==> src/rtl/core/pfp_pkg.sv <==
// ============================================================================
// PPS frame parser package
// Shared types, status codes, command and status structs, and the Fi/Di
// tables used to derive the elementary time unit of a parsed PPS request.
// ============================================================================
package pfp_pkg;

  typedef enum logic [2:0] {
    PH_IDLE  = 3'd0,
    PH_PPS0  = 3'd1,
    PH_PPS1  = 3'd2,
    PH_PPS2  = 3'd3,
    PH_PPS3  = 3'd4,
    PH_CHECK = 3'd5
  } phase_e;

  typedef enum logic [1:0] {
    ST_OK       = 2'd0,
    ST_BADHDR   = 2'd1,
    ST_TRUNC    = 2'd2,
    ST_MISMATCH = 2'd3
  } status_e;

  localparam logic [7:0] HEADER_RESET = 8'hFF;

  // Option flag masks for PPS1, PPS2 and PPS3.
  localparam logic [2:0] OPT_PPS1 = 3'b001;
  localparam logic [2:0] OPT_PPS2 = 3'b010;
  localparam logic [2:0] OPT_PPS3 = 3'b100;

  // Commands from the controller to the datapath.
  typedef struct packed {
    logic       clear;      // return all frame state to idle values
    logic       load_hdr;   // header accepted: seed check and count
    logic       accum;      // fold the byte into the check and count it
    logic       load_pps0;  // capture protocol nibble and option flags
    logic       load_pps1;  // capture Fi and Di codes
    logic [2:0] drop_flag;  // option flags to clear
    logic       emit;       // load the result register
    status_e    emit_st;    // status of the result
  } cmd_t;

  // Status from the datapath to the controller.
  typedef struct packed {
    logic       hdr_match;  // byte equals the header register
    logic       check_zero; // running check folded with this byte is zero
    logic [2:0] flags;      // option flags still pending
    logic [2:0] pps0_flags; // option flags announced by this byte
  } sts_t;

  typedef logic [11:0] fi_tab_t [16];
  typedef logic [7:0]  div_tab_t [16];

  localparam fi_tab_t FI_TABLE = '{
    12'd372, 12'd372, 12'd558, 12'd744, 12'd1116, 12'd1488, 12'd1860, 12'd0,
    12'd0, 12'd512, 12'd768, 12'd1024, 12'd1536, 12'd2048, 12'd0, 12'd0
  };

  // Fi divided by 12 and by 20, truncated.
  localparam div_tab_t FI_DIV12 = '{
    8'd31, 8'd31, 8'd46, 8'd62, 8'd93, 8'd124, 8'd155, 8'd0,
    8'd0, 8'd42, 8'd64, 8'd85, 8'd128, 8'd170, 8'd0, 8'd0
  };

  localparam div_tab_t FI_DIV20 = '{
    8'd18, 8'd18, 8'd27, 8'd37, 8'd55, 8'd74, 8'd93, 8'd0,
    8'd0, 8'd25, 8'd38, 8'd51, 8'd76, 8'd102, 8'd0, 8'd0
  };

  // True when both codes map to defined table values.
  function automatic logic etu_defined(input logic [3:0] fi, input logic [3:0] di);
    logic fi_ok;
    logic di_ok;
    fi_ok = (FI_TABLE[fi] != 12'd0);
    di_ok = (di >= 4'd1) && (di <= 4'd9);
    return fi_ok && di_ok;
  endfunction

  // Fi/Di. Di codes 1 to 7 are powers of two, codes 8 and 9 are 12 and 20.
  function automatic logic [11:0] etu_calc(input logic [3:0] fi, input logic [3:0] di);
    logic [11:0] res;
    res = 12'd0;
    if (etu_defined(fi, di)) begin
      case (di)
        4'd8:    res = {4'd0, FI_DIV12[fi]};
        4'd9:    res = {4'd0, FI_DIV20[fi]};
        default: res = FI_TABLE[fi] >> (di - 4'd1);
      endcase
    end
    return res;
  endfunction

  // First phase still announced by the option flags, else the check byte.
  function automatic phase_e next_phase(input logic [2:0] flags);
    phase_e ph;
    if (flags[0]) begin
      ph = PH_PPS1;
    end else if (flags[1]) begin
      ph = PH_PPS2;
    end else if (flags[2]) begin
      ph = PH_PPS3;
    end else begin
      ph = PH_CHECK;
    end
    return ph;
  endfunction

endpackage

==> src/rtl/core/pfp_ctrl.sv <==
// ============================================================================
// PPS frame parser controller
// Tracks the frame phase, issues datapath commands for each accepted item
// and owns the result valid flag.
// ============================================================================
module pfp_ctrl (
  input  logic          clk_i,
  input  logic          rst_ni,
  input  logic          in_valid_i,
  output logic          in_stall_o,
  input  logic          frame_start_i,
  input  logic          buffer_end_i,
  output logic          out_valid_o,
  input  logic          out_stall_i,
  input  pfp_pkg::sts_t sts_i,
  output pfp_pkg::cmd_t cmd_o
);

  pfp_pkg::phase_e phase_q, phase_d;
  logic            out_valid_q, out_valid_d;
  logic            accept;
  logic [2:0]      flags_nxt;

  assign in_stall_o  = out_valid_q & out_stall_i;
  assign accept      = in_valid_i & ~in_stall_o;
  assign out_valid_o = out_valid_q;

  always_ff @(posedge clk_i or negedge rst_ni) begin
    if (!rst_ni) begin
      phase_q     <= pfp_pkg::PH_IDLE;
      out_valid_q <= 1'b0;
    end else begin
      phase_q     <= phase_d;
      out_valid_q <= out_valid_d;
    end
  end

  always_comb begin
    phase_d   = phase_q;
    cmd_o     = '0;
    flags_nxt = sts_i.flags;
    if (accept) begin
      if (frame_start_i) begin
        cmd_o.clear = 1'b1;
        phase_d     = pfp_pkg::PH_IDLE;
        if (!sts_i.hdr_match) begin
          cmd_o.emit    = 1'b1;
          cmd_o.emit_st = pfp_pkg::ST_BADHDR;
        end else if (buffer_end_i) begin
          cmd_o.emit    = 1'b1;
          cmd_o.emit_st = pfp_pkg::ST_TRUNC;
        end else begin
          cmd_o.load_hdr = 1'b1;
          phase_d        = pfp_pkg::PH_PPS0;
        end
      end else begin
        case (phase_q)
          pfp_pkg::PH_IDLE: begin
            phase_d = pfp_pkg::PH_IDLE;
          end
          pfp_pkg::PH_CHECK: begin
            cmd_o.accum   = 1'b1;
            cmd_o.emit    = 1'b1;
            cmd_o.emit_st = sts_i.check_zero ? pfp_pkg::ST_OK : pfp_pkg::ST_MISMATCH;
            cmd_o.clear   = 1'b1;
            phase_d       = pfp_pkg::PH_IDLE;
          end
          pfp_pkg::PH_PPS0, pfp_pkg::PH_PPS1, pfp_pkg::PH_PPS2, pfp_pkg::PH_PPS3: begin
            cmd_o.accum = 1'b1;
            case (phase_q)
              pfp_pkg::PH_PPS0: begin
                cmd_o.load_pps0 = 1'b1;
                flags_nxt       = sts_i.pps0_flags;
              end
              pfp_pkg::PH_PPS1: begin
                cmd_o.load_pps1 = 1'b1;
                cmd_o.drop_flag = pfp_pkg::OPT_PPS1;
              end
              pfp_pkg::PH_PPS2: begin
                cmd_o.drop_flag = pfp_pkg::OPT_PPS2;
              end
              default: begin
                cmd_o.drop_flag = pfp_pkg::OPT_PPS3;
              end
            endcase
            if (!cmd_o.load_pps0) begin
              flags_nxt = sts_i.flags & ~cmd_o.drop_flag;
            end
            if (buffer_end_i) begin
              cmd_o.emit    = 1'b1;
              cmd_o.emit_st = pfp_pkg::ST_TRUNC;
              cmd_o.clear   = 1'b1;
              phase_d       = pfp_pkg::PH_IDLE;
            end else begin
              phase_d = pfp_pkg::next_phase(flags_nxt);
            end
          end
          default: begin
            phase_d = pfp_pkg::PH_IDLE;
          end
        endcase
      end
    end
    out_valid_d = (out_valid_q & out_stall_i) | cmd_o.emit;
  end

endmodule

==> src/rtl/core/pfp_datapath.sv <==
// ============================================================================
// PPS frame parser datapath
// Holds the header register, running check, option flags, captured PPS
// fields and the result register.
// ============================================================================
module pfp_datapath (
  input  logic          clk_i,
  input  logic          rst_ni,
  input  logic          cfg_we_i,
  input  logic [7:0]    cfg_wdata_i,
  input  logic [7:0]    data_byte_i,
  input  pfp_pkg::cmd_t cmd_i,
  output pfp_pkg::sts_t sts_o,
  output logic [1:0]    status_o,
  output logic [2:0]    frame_length_o,
  output logic [3:0]    protocol_o,
  output logic          pps1_present_o,
  output logic [3:0]    fi_code_o,
  output logic [3:0]    di_code_o,
  output logic [11:0]   etu_o,
  output logic          etu_valid_o
);

  logic [7:0]  header_q;
  logic [7:0]  acc_q, acc_d;
  logic [2:0]  flags_q, flags_d;
  logic [3:0]  fi_q, fi_d;
  logic [3:0]  di_q, di_d;
  logic        have_q, have_d;
  logic [2:0]  count_q, count_d;
  logic [3:0]  proto_q, proto_d;

  logic [1:0]  status_q;
  logic [2:0]  length_q;
  logic [3:0]  proto_out_q;
  logic        pps1_q;
  logic [3:0]  fi_out_q;
  logic [3:0]  di_out_q;
  logic [11:0] etu_q;
  logic        etu_ok_q;
  logic        frame_ok;

  assign sts_o.hdr_match  = (data_byte_i == header_q);
  assign sts_o.check_zero = ((acc_q ^ data_byte_i) == 8'd0);
  assign sts_o.flags      = flags_q;
  assign sts_o.pps0_flags = data_byte_i[6:4];

  always_ff @(posedge clk_i or negedge rst_ni) begin
    if (!rst_ni) begin
      header_q <= pfp_pkg::HEADER_RESET;
    end else if (cfg_we_i) begin
      header_q <= cfg_wdata_i;
    end
  end

  always_comb begin
    acc_d   = acc_q;
    flags_d = flags_q;
    fi_d    = fi_q;
    di_d    = di_q;
    have_d  = have_q;
    count_d = count_q;
    proto_d = proto_q;
    if (cmd_i.accum) begin
      acc_d   = acc_q ^ data_byte_i;
      count_d = count_q + 3'd1;
    end
    if (cmd_i.load_pps0) begin
      proto_d = data_byte_i[3:0];
      flags_d = data_byte_i[6:4];
    end
    if (cmd_i.load_pps1) begin
      fi_d   = data_byte_i[7:4];
      di_d   = data_byte_i[3:0];
      have_d = 1'b1;
    end
    flags_d = flags_d & ~cmd_i.drop_flag;
    if (cmd_i.clear) begin
      acc_d   = 8'd0;
      flags_d = 3'd0;
      fi_d    = 4'd0;
      di_d    = 4'd0;
      have_d  = 1'b0;
      count_d = 3'd0;
      proto_d = 4'd0;
    end
    if (cmd_i.load_hdr) begin
      acc_d   = data_byte_i;
      count_d = 3'd1;
    end
  end

  always_ff @(posedge clk_i or negedge rst_ni) begin
    if (!rst_ni) begin
      acc_q   <= 8'd0;
      flags_q <= 3'd0;
      fi_q    <= 4'd0;
      di_q    <= 4'd0;
      have_q  <= 1'b0;
      count_q <= 3'd0;
      proto_q <= 4'd0;
    end else begin
      acc_q   <= acc_d;
      flags_q <= flags_d;
      fi_q    <= fi_d;
      di_q    <= di_d;
      have_q  <= have_d;
      count_q <= count_d;
      proto_q <= proto_d;
    end
  end

  // Only a clean frame carries fields; an error result zeroes all but status.
  assign frame_ok = (cmd_i.emit_st == pfp_pkg::ST_OK);

  always_ff @(posedge clk_i) begin
    if (cmd_i.emit) begin
      status_q    <= cmd_i.emit_st;
      length_q    <= frame_ok ? count_q + 3'd1 : 3'd0;
      proto_out_q <= frame_ok ? proto_q : 4'd0;
      pps1_q      <= frame_ok & have_q;
      fi_out_q    <= (frame_ok & have_q) ? fi_q : 4'd0;
      di_out_q    <= (frame_ok & have_q) ? di_q : 4'd0;
      etu_q       <= (frame_ok & have_q) ? pfp_pkg::etu_calc(fi_q, di_q) : 12'd0;
      etu_ok_q    <= frame_ok & have_q & pfp_pkg::etu_defined(fi_q, di_q);
    end
  end

  assign status_o       = status_q;
  assign frame_length_o = length_q;
  assign protocol_o     = proto_out_q;
  assign pps1_present_o = pps1_q;
  assign fi_code_o      = fi_out_q;
  assign di_code_o      = di_out_q;
  assign etu_o          = etu_q;
  assign etu_valid_o    = etu_ok_q;

endmodule

==> src/rtl/core/pps_frame_parser.sv <==
// ============================================================================
// PPS frame parser
// Parses smartcard protocol and parameter selection requests byte by byte.
// ============================================================================
// The parser takes one received byte per cycle and returns one result per
// finished frame, held in an output register so that the next byte is taken
// while a result still waits; a byte is stalled only while a result is held
// and the consumer stalls. A byte flagged as frame start opens a frame and
// must equal the header register, which resets to 0xFF and is written through
// the cfg_we_i/cfg_wdata_i port; the user must write it only while no frame is
// in progress, which the block does not enforce. The PPS0 byte that follows
// gives the protocol in its low nibble and announces PPS1, PPS2 and PPS3 in
// bits 4 to 6; bit 7 is ignored. The frame ends with a check byte that must
// bring the XOR of all frame bytes to zero. The status of a result is ok, bad
// header, truncated (the buffer ended before the check byte) or check mismatch;
// on any status other than ok all other fields are zero. When PPS1 was present
// its Fi and Di codes are reported, and the ETU is Fi/Di from the standard
// tables, with etu_valid low for reserved codes. Bytes seen outside a frame are
// dropped, and a new frame start abandons an open frame without a result.
module pps_frame_parser (
  input  logic        clk_i,
  input  logic        rst_ni,
  input  logic        cfg_we_i,
  input  logic [7:0]  cfg_wdata_i,
  input  logic        in_valid_i,
  output logic        in_stall_o,
  input  logic [7:0]  data_byte_i,
  input  logic        frame_start_i,
  input  logic        buffer_end_i,
  output logic        out_valid_o,
  input  logic        out_stall_i,
  output logic [1:0]  status_o,
  output logic [2:0]  frame_length_o,
  output logic [3:0]  protocol_o,
  output logic        pps1_present_o,
  output logic [3:0]  fi_code_o,
  output logic [3:0]  di_code_o,
  output logic [11:0] etu_o,
  output logic        etu_valid_o
);

  pfp_pkg::cmd_t cmd;
  pfp_pkg::sts_t sts;

  pfp_ctrl u_ctrl (
    .clk_i         (clk_i),
    .rst_ni        (rst_ni),
    .in_valid_i    (in_valid_i),
    .in_stall_o    (in_stall_o),
    .frame_start_i (frame_start_i),
    .buffer_end_i  (buffer_end_i),
    .out_valid_o   (out_valid_o),
    .out_stall_i   (out_stall_i),
    .sts_i         (sts),
    .cmd_o         (cmd)
  );

  pfp_datapath u_datapath (
    .clk_i          (clk_i),
    .rst_ni         (rst_ni),
    .cfg_we_i       (cfg_we_i),
    .cfg_wdata_i    (cfg_wdata_i),
    .data_byte_i    (data_byte_i),
    .cmd_i          (cmd),
    .sts_o          (sts),
    .status_o       (status_o),
    .frame_length_o (frame_length_o),
    .protocol_o     (protocol_o),
    .pps1_present_o (pps1_present_o),
    .fi_code_o      (fi_code_o),
    .di_code_o      (di_code_o),
    .etu_o          (etu_o),
    .etu_valid_o    (etu_valid_o)
  );

endmodule
==> config.mk <==
export PLATFORM = sky130hd
export DESIGN_NAME = pps_frame_parser
export DESIGN_NICKNAME = d
export VERILOG_FILES = /design/src/rtl/core/pfp_pkg.sv /design/src/rtl/core/pfp_ctrl.sv /design/src/rtl/core/pfp_datapath.sv /design/src/rtl/core/pps_frame_parser.sv
export SDC_FILE = /design/constraint.sdc
export NUM_CORES = 1
export LEC_CHECK = 0
export BUFFER_PORTS_ARGS = -buffer_cell sky130_fd_sc_hd__buf_4
export CAP_MARGIN = 20
export CORE_MARGIN = 2
export CORE_UTILIZATION = 45
export DETAILED_ROUTE_END_ITERATION = 6
export GPL_TIMING_DRIVEN = 0
export SETUP_SLACK_MARGIN = 0.05
export SLEW_MARGIN = 20
export SYNTH_ARGS = -nofsm -noshare
export SYNTH_HDL_FRONTEND = slang
export SYNTH_SLANG_ARGS = --single-unit
==> constraint.sdc <==
create_clock -name clk_i -period 3.8 [get_ports clk_i]
set_clock_uncertainty 0.15 [all_clocks]
set_input_delay 1.14 -clock clk_i [delete_from_list [all_inputs] [get_ports clk_i]]
set_output_delay 1.14 -clock clk_i [all_outputs]
set_load 0.01 [all_outputs]
-- Yosys cells after proc, flatten, opt, wreduce, memory -nomap -nowiden
Memories as Yosys holds them, arrays and structs flattened.
Cells that the tools add are included.
- register bits after elaboration: 70
- ROM bits: 448
- input bits: 23
- output and inout port bits: 33
- logic and storage cells: 118
- memories: 3
- add/sub/neg operators: 2
- $lt $le $gt $ge: 3
- equality and inequality tests: 8
- shift operators: 1
- mux-type cells: 60
- bitwise logic cells: 12
- reductions and logical operators: 11
- memories (name ; words ; bits a word ; rd ports ; clocked after Yosys merged registers in ; wr ports ; line ; RTL):
    (no name shown) ; 16 ; 12 ; 1 ; 0 ; 0 ; pfp_pkg.sv:74 ; fi_ok = (FI_TABLE[fi] != 12'd0);
    (no name shown) ; 16 ; 8 ; 1 ; 0 ; 0 ; pfp_pkg.sv:86 ; 4'd9: res = {4'd0, FI_DIV20[fi]};
    (no name shown) ; 16 ; 8 ; 1 ; 0 ; 0 ; pfp_pkg.sv:85 ; 4'd8: res = {4'd0, FI_DIV12[fi]};
- operators with widths (cell ; number):
    $mux W3 ; 22
    $mux W8 ; 7
    $mux W12 ; 2
    $mux W4 ; 6
    $pmux W12 S2 ; 1
    $mux W1 ; 15
    $reduce_bool A12 Y1 ; 1
    $shr A12 B4 Y12 ; 1
    $mux W11 ; 1
    $pmux W3 S3 ; 1
    $eq A4 B4 Y1 const B ; 2
    $eq A8 B8 Y1 ; 1
    $logic_not A8 Y1 ; 1
    $xor A8 B8 Y8 ; 1
    $and A3 B3 Y3 ; 2
    $eq A3 B2 Y1 const B ; 2
    $eq A3 B3 Y1 const B ; 2
    $mux W6 ; 1
    $not A3 Y3 ; 2
    $pmux W3 S2 ; 1
    $ge A5 B5 Y1 const B ; 1
    $mux W5 ; 1
    $not A4 Y5 ; 1
    $reduce_or A5 Y1 ; 1
    16 further kinds ; 21

-- Logic depth before layout (Yosys ltp)
Gate-level depths: netlist of run 1.
- depth in word-level cells: 17
- depth in mapped cells: 10
- gate-level depth less buffers: 8

-- Modules after synthesis
A second synthesis of run 1 with hierarchy kept.
- cell total of the unflattened synthesis: 486
- area total of the unflattened synthesis: 4674.5 um^2
- modules (own cells, without submodules) (module ; instances ; cells each ; area each (um^2) ; seq. area each (um^2)):
    pfp_datapath ; 1 ; 423 ; 4220.3 ; 1816.7
    pfp_ctrl ; 1 ; 63 ; 454.2 ; 100.1

-- Worst setup path after synthesis of run 1
No wires, ideal clock.
- kind: input -> register
- start: input port data_byte_i[6]
- end: register u_datapath.di_out_q[0], in the netlist u_datapath.di_code_o[0] (enable)
- setup time: 0.431 ns
- arrival time: 3.334 ns
- required time: 3.219 ns
- slack: -0.115 ns
- stages: 6
- buffers on the path: 1
- path through: buf_2 -> xor2_1 -> nor4_4 -> nand2_2 -> nor2_1 -> nor2_1
- RTL lines (element ; line ; RTL):
    from (decl) ; pps_frame_parser.sv:27 ; input logic [7:0] data_byte_i,
    to (signal assigned) ; pfp_datapath.sv:123 ; di_out_q <= (frame_ok & have_q) ? di_q : 4'd0;
    to (decl) ; pfp_datapath.sv:38 ; logic [3:0] di_out_q;

-- Final worst setup path of run 1
- start: register u_datapath.fi_q[1]
- end: register u_datapath.etu_q[0], in the netlist u_datapath.etu_o[0], data pin
- word-level cells in the longest chain between the ends: 7
- elaborated cells on any way between the ends: 15
- classes of those cells: shift: 1; mux: 7; bitwise: 1; reduce/logical: 3; memory: 3
- RTL lines (element ; line ; RTL):
    from (decl) ; pfp_datapath.sv:27 ; logic [3:0] fi_q, fi_d;
    from (signal assigned) ; pfp_datapath.sv:105 ; fi_q <= fi_d;
    $not A4 Y5 (not written as such) * ; - ;
    branches (longest 6 deep; another with $mem_v2 Z16 W12) ; - ;
    to (signal assigned) ; pfp_datapath.sv:124 ; etu_q <= (frame_ok & have_q) ? pfp_pkg::etu_calc(fi_q, di_q) : 12'd0;
    to (decl) ; pfp_datapath.sv:39 ; logic [11:0] etu_q;
Every way passes the cells marked *. The select of a mux whose other input is x is not followed.
A chain may end at the register's enable or synchronous reset.

==> impl_results.md, run 1 <==
- Vias in the first global route: 3,801
- Post-synth EDFFs: 31
- # port buffers: 48
- Setup tns final: 0 ns
- Placed inst area: just over 0.005 mm2
- Worst Setup End Kind: register
- Syn Nets: between 500 and 600
- Mapped Avg Cell Area: 9.333 um2
- RePlAce Congestion: 0.9234
- Clk root buf: clkbuf_8
- Status: complete, no violations
- First-pass GRT wire length: 19,980 um
- DR DRC count: 0
- Total GRT Usage: a little under a quarter
- Max Fclk: 282.0 MHz
- Share of layout cells above drive strength 1: 21.23%
- Placed Cells: 668
- Final instance area: 0.005275 mm2
- CTS Hold Buffers Added: 0
- Int Pwr: 1.479 mW
- Hold WC Path Type: reg2reg
- Crit path time final: 3.546 ns
- Vias post-DR: 3,956
- CTS buffer count: 9
- NumNets Final: between 500 and 600
- DR pass1 iterations: 5
- H-tree depth: 3
- Final Cycle Share: 93.30%
- Power Density: 474.5 mW/mm2
- Most common cell after layout, fill and taps aside: nand2_1
- Synth warn: 0
- Final Slew Violations: 0
- VDD IR max: 0.2114 mV
- Grt ovf: 0
- Final setup violating endpoints: 0
- Die Y: 104.4 um
- Cells after Synth: approximately 490
- PostCTS Resize Cnt: 0
- N_diodes: 0
- RSZ-0062 raised after global routing: no
- CTS clk-pin slew, worst paths: around 0.09 ns
- Initial Utilization: 46.40%
- # IOs: 56
- Synth unique cells: 67
- Post-CTS setup buffers: 0
- DR WL/cell: 17.79 um
- Fin cells: slightly below 700
- # rows: 36
- Final wirelength: about 12,000 um
- Post-synthesis sequential area ratio: about 42%
- Worst Setup Path Type: reg2reg
- Clock network fraction of total power: 23.3%
- CTS tree: yes
- # fillers: between 900 and 1k
- Max transition margin: 40.07%
- CP Data Arrival Time: 3.49 ns
- Die ar.: roughly 0.011 mm2
- HPWL Detailed: approximately 9000 um
- Final antenna-violating net count: 0
- Clock Latency Late Sink: 0.36 ns
- Flop pwr share: a little under two fifths
- Asr flop ratio synth: 55.71%
- Slew @ Worst Pin: between 0.8 and 0.9 ns
- Initial antenna violation count: 0
- Leak: roughly 2.2 nW
- Post-Route Utilization: 53.97%
- Fin. Hold Viols: 0
- Switching Fraction: 40.90%
- Pre-CTS setup slack: 0.3764 ns
- Max cap viols: 0
- Critical Path RT: 3.74 ns
- Die X: 104.4 um
- Ys flop type: edfxtp_1
- Gate power share: 39.8%
- Final worst slack: 0.2544 ns
- Switch Pwr: 1.024 mW
- Total chip power: 2.503 mW
- Deepest clock path buffer count: 2
- Commonest cells after routing, fill and taps aside: nand2_1 (53), buf_4 (50), o21ai_0 (44), nor2_1 (40)
- Largest net degree at the start of global routing: 40
- Layout area overhead: 16.30%
- R2R Setup Slk: 0.25 ns
- CORE AREA: approximately 0.01 mm2
- Via density: 5.784
- Seq cells post-synth: 70
- Worst hold slack: 0.3861 ns
- Initial DRC count: around 270
- Startpoint Class: register
- Clock sinks: 70
- Critical path peak fanout: 10
- Post-Syn Area: 0.004536 mm2
## power by group through the flow
stage / Sequential [mW] / Combinational, mW / Clock [mW]
finish: 0.925 / 0.996 / 0.583
floorplan: 0.942 / 0.680 / 0
global placement: 0.939 / 0.971 / 0
detailed placement: 0.940 / 0.972 / 0
global route: 0.935 / 1.09 / 0.628
CTS: 0.924 / 0.976 / 0.593
## final cells by class
class                           instances  area, um2  area share, %
Clock buffer                            9      123.9          2.348
Clock inverter                          7      61.31          1.162
Inverter                               20      75.07          1.423
Tap cell                              133      166.4          3.155
Multi-Input combinational cell        362       2380          45.11
Sequential cell                        70       1917          36.34
Timing Repair Buffer                   49      380.4          7.211
Buffer                                 34      171.4          3.250
## flip-flops by register name (all words and copies together), names as in the netlist, 4 cells and up
signal,cells
u_datapath.acc_q,8
u_datapath.di_code_o,4
u_datapath.di_q,4
u_datapath.etu_o,12
u_datapath.fi_code_o,4
u_datapath.fi_q,4
u_datapath.header_q,8
u_datapath.proto_q,4
u_datapath.protocol_o,4
## cells in the mapped netlist (all sizes together), types with 9 or more instances
cell type  instances  area share [%]
nand2             54             4.5
o21ai             47             5.3
nor2              41             3.4
dfrtp             31              17
edfxtp            31              21
a21oi             26             2.9
buf               19             2.5
xor2              19             4.0
inv               18             1.5
clkbuf            15             1.3
mux2i             15             3.3
a31oi             11             1.5
ha                10             2.8
a21o               9             1.5
a311oi             9             1.7
## metal layers
metal / global-route usage [%] / wire [um]
met5: 0 / 0
met4: 7.529 / 224
met3: 4.198 / 760
met2: 35.25 / 5470
met1: 32.52 / 5711
## worst paths after layout
path	cells after the start	end	start
max in group asynchronous	1	u_datapath.header_q[0]	rst_ni
min reg2reg	2	u_datapath.proto_q[2]	u_datapath.proto_q[2]
min	2	u_datapath.proto_q[2]	u_datapath.proto_q[2]
min in group asynchronous	1	u_datapath.flags_q[1]	rst_ni
max	9	u_datapath.etu_o[0]	u_datapath.fi_q[1]
max reg2reg	9	u_datapath.etu_o[0]	u_datapath.fi_q[1]
## logic make-up after synthesis
group	synth area share, %
AO/OA/AOI/OAI	22.32
AND/OR/NAND/NOR	17.35
flip-flops	42.26
buffers and inverters	5.434
multiplexers	5.297
XOR/XNOR	4.579
adder cells (fa/ha/maj)	2.759
## critical path, cell delays in order, from the launching register on
cell and delay (ns):
dfrtp_1 0.51, clkbuf_1 0.45, inv_1 0.23, ha_1 0.32
nand2b_1 0.20, a32o_1 0.29, a32oi_1 0.41, mux2i_1 0.20
a221oi_1 0.39, a21oi_1 0.13
Power figures use the tool's default switching activity.
==> run 2, diff against run 1 <==
Settings changed: CORE_ASPECT_RATIO set to 0.6.
==> run 2 against run 1 <==
Compared with the run above: critical path depth unchanged; core utilization increased by 1.1 points; register-to-register slack improved by 0.15 ns; via count increased by 2.1%; wire length increased by 5.3%; count of clock-buffer cells in the layout increased by 1; clock power increased by 60%; die area increased by 0.24%; non-clock buffer count unchanged; critical path type unchanged.
==> impl_results.md, run 2 (same netlist as run 1, synthesis figures left out) <==
- HPWL Detailed: 9550 um (was 8907 um)
- Critical Path RT: 3.70 ns (was 3.74 ns)
- Final setup violating endpoints: 0 (unchanged)
- CTS clk-pin slew, worst paths: 0.06 ns (was 0.09 ns)
- Vias in the first global route: 3,718 (was 3,801)
- Final wirelength: 12,820 um (was 12,170 um)
- Placed inst area: 0.005100 mm2 (was 0.005090 mm2)
- Final Cycle Share: 89.37% (was 93.30%)
- Clock sinks: 70 (unchanged)
- Most common cell after layout, fill and taps aside: nand2_1 (unchanged)
- Total GRT Usage: 25.31% (was 22.89%)
- Slew @ Worst Pin: 0.9670 ns (was 0.8930 ns)
- Grt ovf: 0 (unchanged)
- Hold WC Path Type: reg2reg (unchanged)
- Initial Utilization: 46.07% (was 46.40%)
- # port buffers: 48 (unchanged)
- Die Y: 81.77 um (was 104.4 um)
- Placed Cells: 670 (was 668)
- Max reg flops: 12 (unchanged)
- Crit path time final: 3.396 ns (was 3.546 ns)
- Clk root buf: clkbuf_16 (was clkbuf_8)
- Post-CTS setup buffers: 0 (unchanged)
- Max cap viols: 0 (unchanged)
- First-pass GRT wire length: 20,710 um (was 19,980 um)
- Startpoint Class: register (unchanged)
- Via density: 5.891 (was 5.784)
- # fillers: 879 (was 923)
- Deepest clock path buffer count: 2 (unchanged)
- # IOs: 56 (unchanged)
- Fin. Hold Viols: 0 (unchanged)
- Final instance area: 0.005424 mm2 (was 0.005275 mm2)
- N_diodes: 0 (unchanged)
- Die X: 133.6 um (was 104.4 um)
- DR WL/cell: 18.68 um (was 17.79 um)
- Worst Setup End Kind: register (unchanged)
- Critical path peak fanout: 10 (unchanged)
- Initial antenna violation count: 0 (unchanged)
- Worst Setup Path Type: reg2reg (unchanged)
- Power Density: 530.9 mW/mm2 (was 474.5 mW/mm2)
- Max transition margin: 35.10% (was 40.07%)
- Reg2Reg Launch Point: u_datapath.fi_q[1] (unchanged)
- Total chip power: 2.880 mW (was 2.503 mW)
- Fin cells: 686 (was 684)
- Max Fclk: 294.5 MHz (was 282.0 MHz)
- Final Slew Violations: 0 (unchanged)
- Share of layout cells above drive strength 1: 21.23% (unchanged)
- Clock Latency Late Sink: 0.34 ns (was 0.36 ns)
- DR DRC count: 0 (unchanged)
- Vias post-DR: 4,041 (was 3,956)
- # rows: 28 (was 36)
- Crit path from: u_datapath.fi_q[1] (unchanged)
- Leak: 2.239 nW (was 2.168 nW)
- NumNets Final: 579 (unchanged)
- CORE AREA: 0.009844 mm2 (was 0.009774 mm2)
- Pre-CTS setup slack: 0.3421 ns (was 0.3764 ns)
- CTS tree: yes (unchanged)
- Status: complete, no violations (unchanged)
- Initial DRC count: 401 (was 267)
- Final worst slack: 0.4041 ns (was 0.2544 ns)
- DR pass1 iterations: 5 (unchanged)
- Die ar.: 0.01092 mm2 (was 0.01090 mm2)
- CP Data Arrival Time: 3.30 ns (was 3.49 ns)
- Commonest cells after routing, fill and taps aside: nand2_1 (53), buf_4 (50), o21ai_0 (44), nor2_1 (40) (unchanged)
- Hold Path Origin: u_datapath.proto_q[0] (was u_datapath.proto_q[2])
- CTS buffer count: 9 (unchanged)
- H-tree depth: 3 (unchanged)
- Final antenna-violating net count: 0 (unchanged)
- VDD IR max: 0.2266 mV (was 0.2114 mV)
- Largest net degree at the start of global routing: 40 (unchanged)
- Worst hold slack: 0.3632 ns (was 0.3861 ns)
- RSZ-0062 raised after global routing: no (unchanged)
- RePlAce Congestion: 0.9402 (was 0.9234)
- Layout area overhead: 19.59% (was 16.30%)
run 2: repair_timing:
item / CTS / global route
resized for setup: 0 / 2
hold buffers: 0 / 0
endpoints found under the setup margin: 0 / 1
run 2: worst max-delay path: stages (launching register included):
cell      delay, ns
dfrtp_1        0.49
clkbuf_2       0.31
inv_1          0.19
ha_1           0.31
nand2b_1       0.22
a32o_1         0.33
a32oi_1        0.41
nor3b_1        0.18
a221oi_1       0.36
a31oi_1        0.17
run 2: area by class of cell:
cell class                      instances  area, um2  area share [%]
Clock inverter                          6      93.84           1.730
Clock buffer                           10      229.0           4.221
Timing Repair Buffer                   49      387.9           7.151
Inverter                               20      75.07           1.384
Buffer                                 34      172.7           3.183
Tap cell                              135      168.9           3.114
Multi-Input combinational cell        362       2380           43.88
Sequential cell                        70       1917           35.34
run 2: power breakdown:
group	total [mW]	switching, mW	leakage [nW]	internal, mW
clock network	0.931	0.350	0.154	0.581
logic	1.02	0.662	1.29	0.358
registers	0.929	0.0534	0.794	0.876
run 2: through the flow:
stage	utilization, %	TNS, ns
2_1_floorplan	-	0
3_3_place_gp	51.47	-12.12
3_5_place_dp	51.80	0
4_1_cts	55.08	0
5_1_grt	55.10	0
6_report	55.10	0
run 2: final timing paths:
| kind | cells after the start | slack, ns | to |
|---|---|---|---|
| worst min-delay path | 2 | 0.36 | u_datapath.proto_q[0] |
| worst max register to register | 9 | 0.40 | u_datapath.etu_o[2] |
| min in group asynchronous | 1 | 0.62 | u_ctrl.phase_q[2] |
| max in group asynchronous | 1 | 2.51 | u_datapath.header_q[1] |
| worst max-delay path | 9 | 0.40 | u_datapath.etu_o[2] |
| worst min register to register | 2 | 0.36 | u_datapath.proto_q[0] |
run 2: metal layers:
layer | track usage, % | routed length [um] | up-vias | share of wire (%)
li1 | - | - | 1881 | -
met1 | 39.78 | 6749 | 1929 | 53
met2 | 33.04 | 4717 | 213 | 37
met3 | 7.407 | 1190 | 18 | 9.3
met4 | 6.277 | 159 | 0 | 1.2
met5 | 0 | 0 | - | 0
==> run 3, diff against run 2 <==
Settings changed: BUFFER_PORTS_ARGS -buffer_cell sky130_fd_sc_hd__buf_4 to -buffer_cell sky130_fd_sc_hd__buf_2, CORE_UTILIZATION 45 to 59, PLACE_DENSITY set to 0.81.
Clock period 3.8 ns to 3.7 ns, I/O delays scaled along.
==> run 3 against run 2 <==
Compared with the run above: combinational power about the same; critical path depth unchanged; register-to-register slack worse by 0.29 ns; critical endpoint unchanged; largest cell class unchanged.
==> impl_results.md, run 3 (same netlist as run 1, synthesis figures left out) <==
- Initial antenna violation count: 0 (unchanged)
- Post-CTS setup buffers: 0 (unchanged)
- Max cap viols: 0 (unchanged)
- CTS clk-pin slew, worst paths: 0.06 ns (about the same)
- Startpoint Class: register (unchanged)
- Vias post-DR: 4,118 (was 4,041)
- CORE AREA: 0.007357 mm2 (was 0.009844 mm2)
- # port buffers: 48 (unchanged)
- N_diodes: 0 (unchanged)
- CTS tree: yes (unchanged)
- # IOs: 56 (unchanged)
- Initial Utilization: 61.65% (was 46.07%)
- Initial DRC count: 463 (was 401)
- Setup tns final: 0 ns (unchanged)
- Flop pwr share: 34.1% (was 32.3%)
- Slew @ Worst Pin: 0.9526 ns (was 0.9670 ns)
- Worst path max stage delay: 0.49 ns (about the same)
- Layout area overhead: 15.23% (was 19.59%)
- Die X: 117.2 um (was 133.6 um)
- Seq. cell area: 0.001917 mm2 (unchanged)
- Max reg flops: 12 (unchanged)
- Grt ovf: 0 (unchanged)
- Final wirelength: 12,490 um (was 12,820 um)
- H-tree depth: 3 (unchanged)
- CP Data Arrival Time: 3.50 ns (was 3.30 ns)
- First-pass GRT wire length: 20,210 um (was 20,710 um)
- HPWL Detailed: 9393 um (was 9550 um)
- Crit-path cells: clkbuf_1, inv_1, ha_1, nand2b_1, a32o_1, a32oi_1, nor3b_1, a221oi_1, a31oi_1 (was clkbuf_2, inv_1, ha_1, nand2b_1, a32o_1, a32oi_1, nor3b_1, a221oi_1, a31oi_1)
- Clk root buf: clkbuf_16 (unchanged)
- Commonest cells after routing, fill and taps aside: buf_2 (57), nand2_1 (53), o21ai_0 (44), nor2_1 (40) (was nand2_1 (53), buf_4 (50), o21ai_0 (44), nor2_1 (40))
- Max transition margin: 36.07% (was 35.10%)
- Status: complete, no violations (unchanged)
- RePlAce Congestion: 1.036 (was 0.9402)
- Deepest clock path buffer count: 2 (unchanged)
- Final Slew Violations: 0 (unchanged)
- VDD IR max: 0.3221 mV (was 0.2266 mV)
- PostCTS Resize Cnt: 0 (unchanged)
- Gate power share: 36.5% (was 35.4%)
- # fillers: 563 (was 879)
- Final Cycle Share: 97.05% (was 89.37%)
- Crit path time final: 3.591 ns (was 3.396 ns)
- Leak: 2.179 nW (was 2.239 nW)
- Die Y: 71.92 um (was 81.77 um)
- Clock Latency Late Sink: 0.34 ns (about the same)
- Most common cell after layout, fill and taps aside: buf_2 (was nand2_1)
- DR WL/cell: 19.06 um (was 18.68 um)
- Final setup violating endpoints: 0 (unchanged)
- Largest net degree at the start of global routing: 40 (unchanged)
- Power Density: 534.4 mW/mm2 (was 530.9 mW/mm2)
- Total GRT Usage: 32.33% (was 25.31%)
- Worst Setup End Kind: register (unchanged)
- Fin cells: 655 (was 686)
- Int Pwr: 1.724 mW (was 1.815 mW)
- CTS buffer count: 9 (unchanged)
- DR pass1 iterations: 7 (was 5)
- Vias in the first global route: 3,825 (was 3,718)
- Crit-path slowest cell: clkbuf_1 (was dfrtp_1)
- Via density: 6.287 (was 5.891)
- # rows: 24 (was 28)
- Critical Path RT: 3.61 ns (was 3.70 ns)
- Die ar.: 0.008428 mm2 (was 0.01092 mm2)
- NumNets Final: 579 (unchanged)
- CTS Hold Buffers Added: 0 (unchanged)
- Switch Pwr: 1.069 mW (was 1.065 mW)
- Switching Fraction: 38.28% (was 36.98%)
- Share of layout cells above drive strength 1: 21.23% (unchanged)
- Final antenna-violating net count: 0 (unchanged)
- Clock sinks: 70 (unchanged)
- DR DRC count: 0 (unchanged)
- Worst Setup Path Type: reg2reg (unchanged)
- RSZ-0062 raised after global routing: no (unchanged)
- Max Fclk: 278.5 MHz (was 294.5 MHz)
- Fin. Hold Viols: 0 (unchanged)
- Critical path peak fanout: 10 (unchanged)
- Multi-input gate area in the final layout: 0.002380 mm2 (unchanged)
- Placed Cells: 639 (was 670)
- Clock network fraction of total power: 29.4% (was 32.3%)
- Hold WC Path Type: reg2reg (unchanged)
## run 3: worst max-delay path: cells and delay by family, from the launching register on
family | cells | cell delay (ns)
simple gates | 2 | 0.38
compound gates | 4 | 1.21
fa+ha+maj | 1 | 0.34
buf+inv | 2 | 0.75
flops | 1 | 0.48
## run 3: worst paths after layout
| path | startpoint | end | slack, ns | cells past startpoint |
|---|---|---|---|---|
| hold reg to reg | u_datapath.acc_q[7] | u_datapath.acc_q[7] | 0.38 | 1 |
| max in group asynchronous | rst_ni | u_datapath.have_q | 2.10 | 1 |
| setup reg to reg | u_datapath.fi_q[1] | u_datapath.etu_o[2] | 0.11 | 9 |
| min in group asynchronous | rst_ni | u_ctrl.phase_q[2] | 0.74 | 1 |
| setup / recovery | u_datapath.fi_q[1] | u_datapath.etu_o[2] | 0.11 | 9 |
| hold / removal | u_datapath.acc_q[7] | u_datapath.acc_q[7] | 0.38 | 1 |
## run 3: metal layers
layer,part of all wire [%],track usage [%],routed length [um],vias up
met3,12,10.86,1513,10
met5,0,0,0,-
met4,0.83,8.105,104,0
li1,-,-,-,1885
met2,40,42.85,5014,246
met1,47,50.38,5853,1977
## run 3: through the flow
stage / instance area, um2 / hold WS [ns] / utilization (%) / setup WS [ns] / power [mW]
2_1_floorplan: 4538 / 0.3295 / - / 0.4278 / 1.666
3_3_place_gp: 4908 / 0.3468 / 66.72 / -0.2958 / 1.929
3_5_place_dp: 4941 / 0.3717 / 67.16 / 0.2946 / 1.945
4_1_cts: 5226 / 0.3816 / 71.04 / 0.2647 / 2.770
5_1_grt: 5226 / 0.4015 / 71.04 / 0.06100 / 2.942
6_report: 5226 / 0.3824 / 71.04 / 0.1092 / 2.793
## run 3: power by group through the flow
stage | Combinational, mW | Sequential (mW) | Clock [mW]
after floorplan | 0.698 | 0.968 | 0
after global placement | 0.966 | 0.963 | 0
after detailed placement | 0.981 | 0.964 | 0
after CTS | 0.985 | 0.951 | 0.834
after global routing | 1.11 | 0.962 | 0.867
final | 1.02 | 0.953 | 0.821
## run 3: final cells by class
cell class                 instances  area share [%]
buffer                            34           3.280
clock buffer                      10           4.573
multi-input combinational        362           45.54
inverter                          20           1.436
timing repair buffer              49           5.123
sequential                        70           36.68
tap                              104           2.490
clock inverter                     6          0.8858
